### src/hdl/stiq_pkg.sv
// ----------------------------------------------------------------------------
// stiq_pkg
// Types, codes and time arithmetic shared by the sorted interval timer queue.
// ----------------------------------------------------------------------------
package stiq_pkg;

   // default queue depth and fixed field widths
   localparam int SLOTS_DEF  = 16;
   localparam int ID_BITS    = 16;
   localparam int OWNER_BITS = 8;
   localparam int MAX_FIRE   = 16;
   localparam int FIRE_W     = $clog2(MAX_FIRE + 1);

   localparam logic [19:0] USEC_PER_SEC = 20'd1000000;
   localparam logic [19:0] US_MAX       = 20'd999999;
   localparam logic [30:0] MAXSEC_RST   = 31'd100000000;
   localparam logic [19:0] RES_RST      = 20'd1000;

   // operation kinds
   localparam logic [2:0] KIND_SET   = 3'd0;
   localparam logic [2:0] KIND_GET   = 3'd1;
   localparam logic [2:0] KIND_DEL   = 3'd2;
   localparam logic [2:0] KIND_PURGE = 3'd3;
   localparam logic [2:0] KIND_TICK  = 3'd4;

   // result status
   localparam logic [1:0] STS_OK     = 2'd0;
   localparam logic [1:0] STS_INVAL  = 2'd1;
   localparam logic [1:0] STS_NOTFND = 2'd2;
   localparam logic [1:0] STS_FULL   = 2'd3;

   // register indexes
   localparam logic CSR_MAX_SECONDS = 1'b0;
   localparam logic CSR_RESOLUTION  = 1'b1;

   // datapath operations
   localparam logic [3:0] OP_NOP         = 4'd0;
   localparam logic [3:0] OP_EMIT        = 4'd1;
   localparam logic [3:0] OP_SET_REPLACE = 4'd2;
   localparam logic [3:0] OP_SET_ALLOC   = 4'd3;
   localparam logic [3:0] OP_INSERT_ACK  = 4'd4;
   localparam logic [3:0] OP_INSERT      = 4'd5;
   localparam logic [3:0] OP_FIND        = 4'd6;
   localparam logic [3:0] OP_REPORT      = 4'd7;
   localparam logic [3:0] OP_REPORT_DEL  = 4'd8;
   localparam logic [3:0] OP_PURGE_START = 4'd9;
   localparam logic [3:0] OP_PURGE_STEP  = 4'd10;
   localparam logic [3:0] OP_REMOVE_RD   = 4'd11;
   localparam logic [3:0] OP_TICK_NOW    = 4'd12;
   localparam logic [3:0] OP_FIRE        = 4'd13;
   localparam logic [3:0] OP_RELOAD      = 4'd14;

   typedef struct packed {
      logic [2:0]         kind;
      logic [7:0]         owner;
      logic [15:0]        lookup_id;
      logic [30:0]        time_sec;
      logic [19:0]        time_us;
      logic [30:0]        period_sec;
      logic [19:0]        period_us;
      logic signed [31:0] event_req;
      logic signed [31:0] code;
      logic signed [31:0] subcode;
      logic [19:0]        elapsed_us;
   } req_type;

   typedef struct packed {
      logic [1:0]         status;
      logic [15:0]        result_id;
      logic [7:0]         result_owner;
      logic [30:0]        remain_sec;
      logic [19:0]        remain_us;
      logic [30:0]        interval_sec;
      logic [19:0]        interval_us;
      logic signed [31:0] fired_event;
      logic signed [31:0] fired_code;
      logic signed [31:0] fired_subcode;
      logic               last;
   } rsp_type;

   typedef struct packed {
      logic [31:0] sec;
      logic [19:0] us;
   } time_type;

   typedef struct packed {
      logic [30:0] sec;
      logic [19:0] us;
   } rem_type;

   typedef struct packed {
      logic [OWNER_BITS-1:0] owner;
      logic [ID_BITS-1:0]    id;
      time_type              expiry;
      logic [30:0]           rel_sec;
      logic [19:0]           rel_us;
      logic signed [31:0]    ev;
      logic signed [31:0]    cd;
      logic signed [31:0]    sc;
   } entry_type;

   typedef struct packed {
      logic [3:0] op;
      logic [1:0] sts;
      logic       last;
   } cmd_type;

   typedef struct packed {
      logic [2:0]        kind;
      logic              set_bad;
      logic              hit;
      logic              full;
      logic              purge_end;
      logic              purge_hit;
      logic              periodic;
      logic              out_free;
      logic [FIRE_W-1:0] expired_cnt;
   } stat_type;

   // a strictly after b
   function automatic logic later(time_type a, time_type b);
      return (a.sec > b.sec) || ((a.sec == b.sec) && (a.us > b.us));
   endfunction

   // now plus a relative time, seconds saturate
   function automatic time_type abs_time(time_type now_t, logic [31:0] rs, logic [19:0] ru);
      logic [20:0] us;
      logic [1:0]  c;
      logic [33:0] s;
      time_type    r;
      us = {1'b0, now_t.us} + {1'b0, ru};
      if (us >= 21'd2000000) begin
         us = us - 21'd2000000;
         c  = 2'd2;
      end else if (us >= {1'b0, USEC_PER_SEC}) begin
         us = us - {1'b0, USEC_PER_SEC};
         c  = 2'd1;
      end else begin
         c = 2'd0;
      end
      s = {2'b00, now_t.sec} + {2'b00, rs} + {32'd0, c};
      if (s > 34'h0FFFFFFFF) begin
         r.sec = 32'hFFFFFFFF;
         r.us  = US_MAX;
      end else begin
         r.sec = s[31:0];
         r.us  = us[19:0];
      end
      return r;
   endfunction

   // time left before expiry, zero when already due
   function automatic rem_type remaining(time_type e, time_type now_t);
      logic [32:0] s;
      logic [20:0] us;
      rem_type     r;
      r = '0;
      if (later(e, now_t)) begin
         s = {1'b0, e.sec} - {1'b0, now_t.sec};
         if (e.us >= now_t.us) begin
            us = {1'b0, e.us} - {1'b0, now_t.us};
         end else begin
            us = {1'b0, e.us} + {1'b0, USEC_PER_SEC} - {1'b0, now_t.us};
            s  = s - 33'd1;
         end
         r.sec = (s > 33'h07FFFFFFF) ? 31'h7FFFFFFF : s[30:0];
         r.us  = us[19:0];
      end
      return r;
   endfunction

endpackage

### src/hdl/stiq_ctrl.sv
// ----------------------------------------------------------------------------
// stiq_ctrl
// Sequencer: decodes a transaction and steps the datapath through it.
// ----------------------------------------------------------------------------
module stiq_ctrl
   import stiq_pkg::*;
(
   input  logic     clock,
   input  logic     reset,
   input  logic     req_valid,
   output logic     req_ready,
   input  stat_type stat,
   output cmd_type  cmd
);

   localparam logic [3:0] S_IDLE     = 4'd0;
   localparam logic [3:0] S_DISPATCH = 4'd1;
   localparam logic [3:0] S_SET_INS  = 4'd2;
   localparam logic [3:0] S_REPORT   = 4'd3;
   localparam logic [3:0] S_PURGE    = 4'd4;
   localparam logic [3:0] S_TICK_CNT = 4'd5;
   localparam logic [3:0] S_FIRE     = 4'd6;
   localparam logic [3:0] S_RELOAD   = 4'd7;
   localparam logic [3:0] S_RINS     = 4'd8;

   logic [3:0]        state_ff, state_in;
   logic [FIRE_W-1:0] fire_cnt_ff, fire_cnt_in;

   assign req_ready = (state_ff == S_IDLE);

   always_comb begin
      state_in    = state_ff;
      fire_cnt_in = fire_cnt_ff;
      cmd         = '{op: OP_NOP, sts: STS_OK, last: 1'b1};
      case (state_ff)
         S_IDLE: begin
            if (req_valid) begin
               state_in = S_DISPATCH;
            end
         end
         S_DISPATCH: begin
            case (stat.kind)
               KIND_SET: begin
                  if (stat.set_bad) begin
                     if (stat.out_free) begin
                        cmd.op   = OP_EMIT;
                        cmd.sts  = STS_INVAL;
                        state_in = S_IDLE;
                     end
                  end else if (stat.hit) begin
                     cmd.op   = OP_SET_REPLACE;
                     state_in = S_SET_INS;
                  end else if (stat.full) begin
                     if (stat.out_free) begin
                        cmd.op   = OP_EMIT;
                        cmd.sts  = STS_FULL;
                        state_in = S_IDLE;
                     end
                  end else begin
                     cmd.op   = OP_SET_ALLOC;
                     state_in = S_SET_INS;
                  end
               end
               KIND_GET,
               KIND_DEL: begin
                  if (stat.hit) begin
                     cmd.op   = OP_FIND;
                     state_in = S_REPORT;
                  end else if (stat.out_free) begin
                     cmd.op   = OP_EMIT;
                     cmd.sts  = STS_NOTFND;
                     state_in = S_IDLE;
                  end
               end
               KIND_PURGE: begin
                  cmd.op   = OP_PURGE_START;
                  state_in = S_PURGE;
               end
               KIND_TICK: begin
                  cmd.op   = OP_TICK_NOW;
                  state_in = S_TICK_CNT;
               end
               default: begin
                  if (stat.out_free) begin
                     cmd.op   = OP_EMIT;
                     cmd.sts  = STS_INVAL;
                     state_in = S_IDLE;
                  end
               end
            endcase
         end
         S_SET_INS: begin
            if (stat.out_free) begin
               cmd.op   = OP_INSERT_ACK;
               state_in = S_IDLE;
            end
         end
         S_REPORT: begin
            if (stat.out_free) begin
               cmd.op   = (stat.kind == KIND_DEL) ? OP_REPORT_DEL : OP_REPORT;
               state_in = S_IDLE;
            end
         end
         // walk the queue, removing in place
         S_PURGE: begin
            if (stat.purge_end) begin
               if (stat.out_free) begin
                  cmd.op   = OP_EMIT;
                  state_in = S_IDLE;
               end
            end else if (stat.purge_hit) begin
               cmd.op = OP_REMOVE_RD;
            end else begin
               cmd.op = OP_PURGE_STEP;
            end
         end
         S_TICK_CNT: begin
            fire_cnt_in = stat.expired_cnt;
            state_in    = (stat.expired_cnt == '0) ? S_IDLE : S_FIRE;
         end
         // one expired timer per pass, head of the queue
         S_FIRE: begin
            if (stat.out_free) begin
               cmd.op      = OP_FIRE;
               cmd.last    = (fire_cnt_ff == FIRE_W'(1));
               fire_cnt_in = fire_cnt_ff - FIRE_W'(1);
               state_in    = S_RELOAD;
            end
         end
         S_RELOAD: begin
            if (stat.periodic) begin
               cmd.op   = OP_RELOAD;
               state_in = S_RINS;
            end else begin
               state_in = (fire_cnt_ff == '0) ? S_IDLE : S_FIRE;
            end
         end
         S_RINS: begin
            cmd.op   = OP_INSERT;
            state_in = (fire_cnt_ff == '0) ? S_IDLE : S_FIRE;
         end
         default: state_in = S_IDLE;
      endcase
   end

   always_ff @(posedge clock) begin
      if (reset) begin
         state_ff    <= S_IDLE;
         fire_cnt_ff <= '0;
      end else begin
         state_ff    <= state_in;
         fire_cnt_ff <= fire_cnt_in;
      end
   end

endmodule

### config.mk
export PLATFORM = sky130hd
export DESIGN_NAME = stiq_ctrl
export DESIGN_NICKNAME = d
export VERILOG_FILES = /design/src/hdl/stiq_pkg.sv /design/src/hdl/stiq_ctrl.sv
export SDC_FILE = /design/constraint.sdc
export NUM_CORES = 1
export LEC_CHECK = 0
export BUFFER_PORTS_ARGS = -buffer_cell sky130_fd_sc_hd__buf_2
export CAP_MARGIN = 25
export CORE_MARGIN = 8
export CORE_UTILIZATION = 50
export CTS_BUF_LIST = sky130_fd_sc_hd__clkbuf_16
export DETAILED_ROUTE_END_ITERATION = 12
export GPL_ROUTABILITY_DRIVEN = 0
export HOLD_SLACK_MARGIN = 0.05
export PLACE_DENSITY_LB_ADDON = 0.1
export SETUP_SLACK_MARGIN = 0.15
export SYNTH_ARGS = -nofsm -noshare
export SYNTH_HDL_FRONTEND = slang
export SYNTH_SLANG_ARGS = --single-unit
### constraint.sdc
create_clock -name clock -period 3.15 [get_ports clock]
set_input_delay 0.315 -clock clock [delete_from_list [all_inputs] [get_ports clock]]
set_output_delay 0.315 -clock clock [all_outputs]
set_load 0.03 [all_outputs]
==> results of run 1 <==
## metrics by stage
stage                     total power, uW  utilization
after floorplan                       213            -
after global placement                243        0.591
after detailed placement              246        0.591
after CTS                             468        0.631
after global routing                  490        0.631
final                                 467        0.631
## power groups by stage
stage                     combinational (uW)  sequential [uW]  clock (uW)
after floorplan                         88.4              124           0
after global placement                   111              131           0
after detailed placement                 114              133           0
after CTS                                114              131         223
after global routing                     126              132         233
final                                    115              131         222
## sequential cells by signal, summed over array words and instances, names as in the netlist
register,flops
fire_cnt_ff,5
state_ff,4
## cell families after synthesis
group,synth area share
AO/OA/AOI/OAI,0.320
multiplexers,0.0294
AND/OR/NAND/NOR,0.383
buffers and inverters,0.0634
flip-flops,0.169
adder cells (fa/ha/maj),0.0353
## worst max path at each step
stage | slack (ns) | endpoint
after floorplan | 1.11 | cmd[3]
after global placement | 1.26 | cmd[3]
after detailed placement | 1.17 | cmd[3]
after CTS | 0.92 | cmd[3]
after global routing | 0.81 | cmd[3]
final | 0.91 | cmd[3]
## per-layer routing
| layer | up-vias | GRT usage |
|---|---|---|
| met4 | 0 | 0.0816 |
| met2 | 45 | 0.257 |
| met3 | 7 | 0.0215 |
| met1 | 568 | 0.178 |
| li1 | 590 | - |
| met5 | - | 0 |
## area by class of cell
cell class	count	area, um^2
clock buffer	3	75.1
timing repair buffer	25	125
fill	197	732
tap	27	33.8
multi-input combinational	123	817
inverter	4	15.0
sequential	9	180
clock inverter	1	3.75
## layout by cell type, fill, tap and decap left out, types with 2 or more instances in the layout
cell type and count:
a32oi_1 2, ha_1 3, nor2b_1 7, dfxtp_1 9, inv_1 5, or4_1 2, and3b_1 2, nand3_1 3
buf_2 25, clkbuf_16 3, nor2_1 9, nor3_1 5, a211oi_1 2, and3_1 3, mux2i_1 2, nand2_1 12
nor4_1 3, o21ai_0 7, a21oi_1 10, nor3b_1 2, o211ai_1 3, o31ai_1 3, o21ai_1 8, nand2b_1 9
a31oi_1 2
==> impl_metrics.ini, run 1 <==
[status]
status = finished, final reports clean

[critical_path]
cp.arrival_ns = 1.93
crit_fanout = 16
r2r_cells = 4
r2r_end = fire_cnt_ff[3]$_SDFFE_PP0P_
worstPathRequired_ns = 2.83
cp_num_cells = 5
path_cells = nand2b_4, nor3_4, o31ai_1, o311ai_1, buf_2
cpLargestDelayFamily = flip-flops
r2r-start = state_ff[2]$_SDFFE_PP0P_
crit_buf_inv = 1
startpoint = state_ff[0]$_SDFFE_PP0P_
crit_slowest_cell = dfxtp_1
cpPeakStageDelay_ns = 0.66
crit_path_start_kind = flop
crit_path_end_kind = output pin
regToRegSetupSlack_ns = 1.47
critPathKind = reg2out

[power]
swShare = 0.295
irDropWorstVdd_uv = 263
p_per_area_nw_per_um2 = 374
p_int_uw = 329
seq_power_share = 0.280
power.share.clock = 0.474
leakagePower_uw = 0.000493
pwr-share-comb = 0.245
p_sw_uw = 138

[clock_tree]
cts.clk_slew.worst_paths_ns = 0.04
hold_buffers = 0
tritoncts = done
cts_setup_buffers = 0
cts_buffers = 3
cts_resized = 0
clk_latency_ns = 0.23
clockRootBuffer = clkbuf_16
clock_sinks = 9
htreeDepth = 1
cts_buffer_depth = 2

[sta]
period_share = 0.712
fin_worst_skew_ns = 0.00259
relSlewSlack = 0.625
rsz0062_at_grt = no
fmax_mhz = 446
tightest_slew_ns = 0.561
finalMaxSlewViolations = 0
fin_setup_tns_ns = 0
setup_viol_count_final = 0
hold_ws_ns = 0.366
hold_violations = 0
period_minus_slack_ns = 2.24
worst_slack_ns = 0.907

[synthesis]
ys.warnings.count = 0
yosysUniqueCellTypes = 51
syn-instance-count = 146
synth_edf_count = 0
synth_ff_type = dfxtp_1
synth.most_common_cell = nand2_1
yosys.area.top_type = dfxtp_1
netlist.area_leader.share = 0.169
netlist_area_um2 = 1060
async_flop_share = 0
synth.net_count = 167
synth_seq_cells = 9
netlist_top_cells_count = nand2_1 (12), a21oi_1 (10), dfxtp_1 (9), nand2b_1 (9), nor2_1 (9)
synth_area_leaders = dfxtp_1 (17%), nand2b_1 (5.3%), a21oi_1 (4.7%), nand2_1 (4.2%), nor2b_1 (4.1%)
syn_area_per_cell_um2 = 7.29
ys_seq_area_frac = 0.169

[cells_and_area]
drive_above_1_share = 0.206
n_antenna_cell = 0
stdcell_count = 192
final_nets = 187
fin_area_um2 = 1250
area_growth_syn_to_layout_pct = 17.4

[hold_path]
whs_path_depth = 2
min-delay-start = reset
hold_end = fire_cnt_ff[4]$_SDFFE_PP0P_
worstHoldPathType = in2reg

[floorplan]
io_pins = 26
die_h_um = 62.1
core_um2 = 1980
fp.dieArea_um2 = 3860
chipWidth_um = 62.1
initial_core_util = 0.537
rows = 16

[routing]
vias = 1210
drt-total-wl_mm = 3.00
route.met2.wl_mm = 1.46
drc = 0
top_layer = met4
drt_iter0_markers = 84
wl_per_cell_um = 15.6
viasPerCell = 6.30
wl_met3_um = 150
ant_nets = 0
wl_met1_mm = 1.33
drt_pass1_iterations = 4

[flow_run]
drv_cap = 0

[grt]
grt_pass1_vias = 1156
antenna_found_initial = 0
grt_max_degree = 17
overflow = 0
track_usage = 0.152
grt_pass1_wl_mm = 5.11

[placement]
io_buffers = 25
dpl_cell_area_um2 = 1170
dp_slack_ns = 1.17
dp_hpwl_mm = 2.25
dp_cells = 188
No activity file was read; power rests on OpenSTA's default activity.
==> inputs of run 2 (changes only) <==
--- a/config.mk
+++ b/config.mk
@@ -8,7 +8,7 @@
 export BUFFER_PORTS_ARGS = -buffer_cell sky130_fd_sc_hd__buf_2
 export CAP_MARGIN = 25
 export CORE_MARGIN = 8
-export CORE_UTILIZATION = 50
+export CORE_UTILIZATION = 48
 export CTS_BUF_LIST = sky130_fd_sc_hd__clkbuf_16
 export DETAILED_ROUTE_END_ITERATION = 12
 export GPL_ROUTABILITY_DRIVEN = 0
==> constraint.sdc (replaced) <==
create_clock -name clock -period 1.9 [get_ports clock]
set_input_delay 0.19 -clock clock [delete_from_list [all_inputs] [get_ports clock]]
set_output_delay 0.19 -clock clock [all_outputs]
set_load 0.03 [all_outputs]
==> run 2 against run 1 <==
Net effect:
- via count rose by 7.2%
- largest cell class unchanged
- count of clock-buffer cells in the layout did not move
- first-iteration DRC count is 29% lower
- largest power group unchanged
==> impl_metrics.ini, run 2 (synthesized netlist as in run 1, its figures left out) <==
[status]
status = finished, final reports clean

[clock_tree]
clock_sinks = 9
clockRootBuffer = clkbuf_16
tritoncts = done
htreeDepth = 1
cts_buffers = 3
cts_buffer_depth = 2
clk_latency_ns = 0.24
cts.clk_slew.worst_paths_ns = 0.04

[sta]
rsz0062_at_grt = yes
period_minus_slack_ns = 1.73
fin_worst_skew_ns = 0.00362
fin_setup_tns_ns = 0
hold_violations = 0
period_share = 0.911
finalMaxSlewViolations = 0
setup_viol_count_final = 0
tightest_slew_ns = 0.538
relSlewSlack = 0.640
fmax_mhz = 578

[cells_and_area]
fin_area_um2 = 1470
register_area_um2 = 190
area_growth_syn_to_layout_pct = 38.3
final_common_cell = buf_2
drive_above_1_share = 0.348
largest-register = fire_cnt_ff
final_nets = 203
stdcell_count = 209
n_antenna_cell = 0
final_cell_mix = buf_2 (20), buf_4 (15), nand2_1 (12), a21oi_1 (10)
largest_reg_flops = 5
multi_input_area_um2 = 885
fillCellCount = 184
top_regs = fire_cnt_ff x5, state_ff x4

[routing]
wl_per_cell_um = 17.0
vias = 1297
drc = 0
drt_pass1_iterations = 4
drt-total-wl_mm = 3.55
viasPerCell = 6.21
ant_nets = 0
drt_iter0_markers = 60

[floorplan]
initial_core_util = 0.496
core_um2 = 2150
io_pins = 26
die_h_um = 63.1
rows = 17
chipWidth_um = 63.1
fp.dieArea_um2 = 3980

[grt]
grt_max_degree = 16
grt_pass1_wl_mm = 5.24
overflow = 0
grt_pass1_vias = 1204
track_usage = 0.157
antenna_found_initial = 0

[critical_path]
crit_fanout = 8
startpoint = state_ff[3]$_SDFFE_PP0P_
regToRegSetupSlack_ns = 0.30
crit_path_start_kind = flop
critPathKind = reg2out
crit_path_end_kind = output pin
cp.arrival_ns = 1.54
worstPathRequired_ns = 1.71
r2r-start = state_ff[3]$_SDFFE_PP0P_

[placement]
dp_hpwl_mm = 2.41
io_buffers = 25
dp_cells = 194
dpl_cell_area_um2 = 1220

[power]
irDropWorstVdd_uv = 383
p_per_area_nw_per_um2 = 577
leakagePower_uw = 0.000593

[hold_path]
worstHoldPathType = in2reg
min-delay-start = stat[6]

[flow_run]
drv_cap = 0
## run 2: cell count changes in the layout (fill, tap and decap cells not counted), moves of 4 or more
cell     delta
buf_2       -5
dfxtp_1     -4
buf_6       +5
buf_4      +15
## run 2: where the power goes
| part | switching [uW] | internal (uW) | total, uW |
|---|---|---|---|
| registers | 12.2 | 196 | 208 |
| logic | 146 | 114 | 261 |
| clock network | 106 | 276 | 382 |
## run 2: path summary, 6_finish.rpt
kind / end / cells after the start
worst max-delay path: cmd[3] / 4
worst min-delay path: state_ff[3]$_SDFFE_PP0P_ / 2
worst max register to register: state_ff[1]$_SDFFE_PP0P_ / 8
worst min register to register: fire_cnt_ff[1]$_SDFFE_PP0P_ / 2
## run 2: cell type report
type	count	share of cell area
Inverter	4	0.0102
Clock buffer	3	0.0510
Timing Repair Buffer	40	0.183
Sequential cell	9	0.129
Multi-Input combinational cell	124	0.601
Tap cell	28	0.0238
Clock inverter	1	0.00255
## run 2: stage by stage
| stage | hold slack, ns | utilization | setup WS (ns) | total power, uW |
|---|---|---|---|---|
| detailed placement | 0.490 | 0.567 | 0.172 | 421 |
| global placement | 0.484 | 0.567 | 0.273 | 418 |
| floorplan | 0.359 | - | 0.203 | 355 |
| finish | 0.248 | 0.685 | 0.169 | 850 |
| CTS | 0.241 | 0.639 | 0.104 | 834 |
| global route | 0.254 | 0.685 | 0.133 | 882 |
## run 2: layer usage
metal / GRT usage / vias to the layer above / share of wire
li1: - / 622 / -
met2: 0.262 / 60 / 0.49
met4: 0.125 / 0 / 0.029
met5: 0 / - / 0
met1: 0.177 / 603 / 0.43
met3: 0.0159 / 12 / 0.051
## run 2: critical path, stage by stage, from the launching register on
cell and delay [ns]:
dfxtp_2 0.32, buf_4 0.17, or4_4 0.52, o311ai_2 0.08, buf_4 0.20
## run 2: repair_timing
item                                    CTS  global route
resized for setup                        11            18
hold buffers                              0             0
pin swaps                                 2             4
endpoints found under the setup margin    5             7
buffers inserted                          7             3
cloned                                    0             1
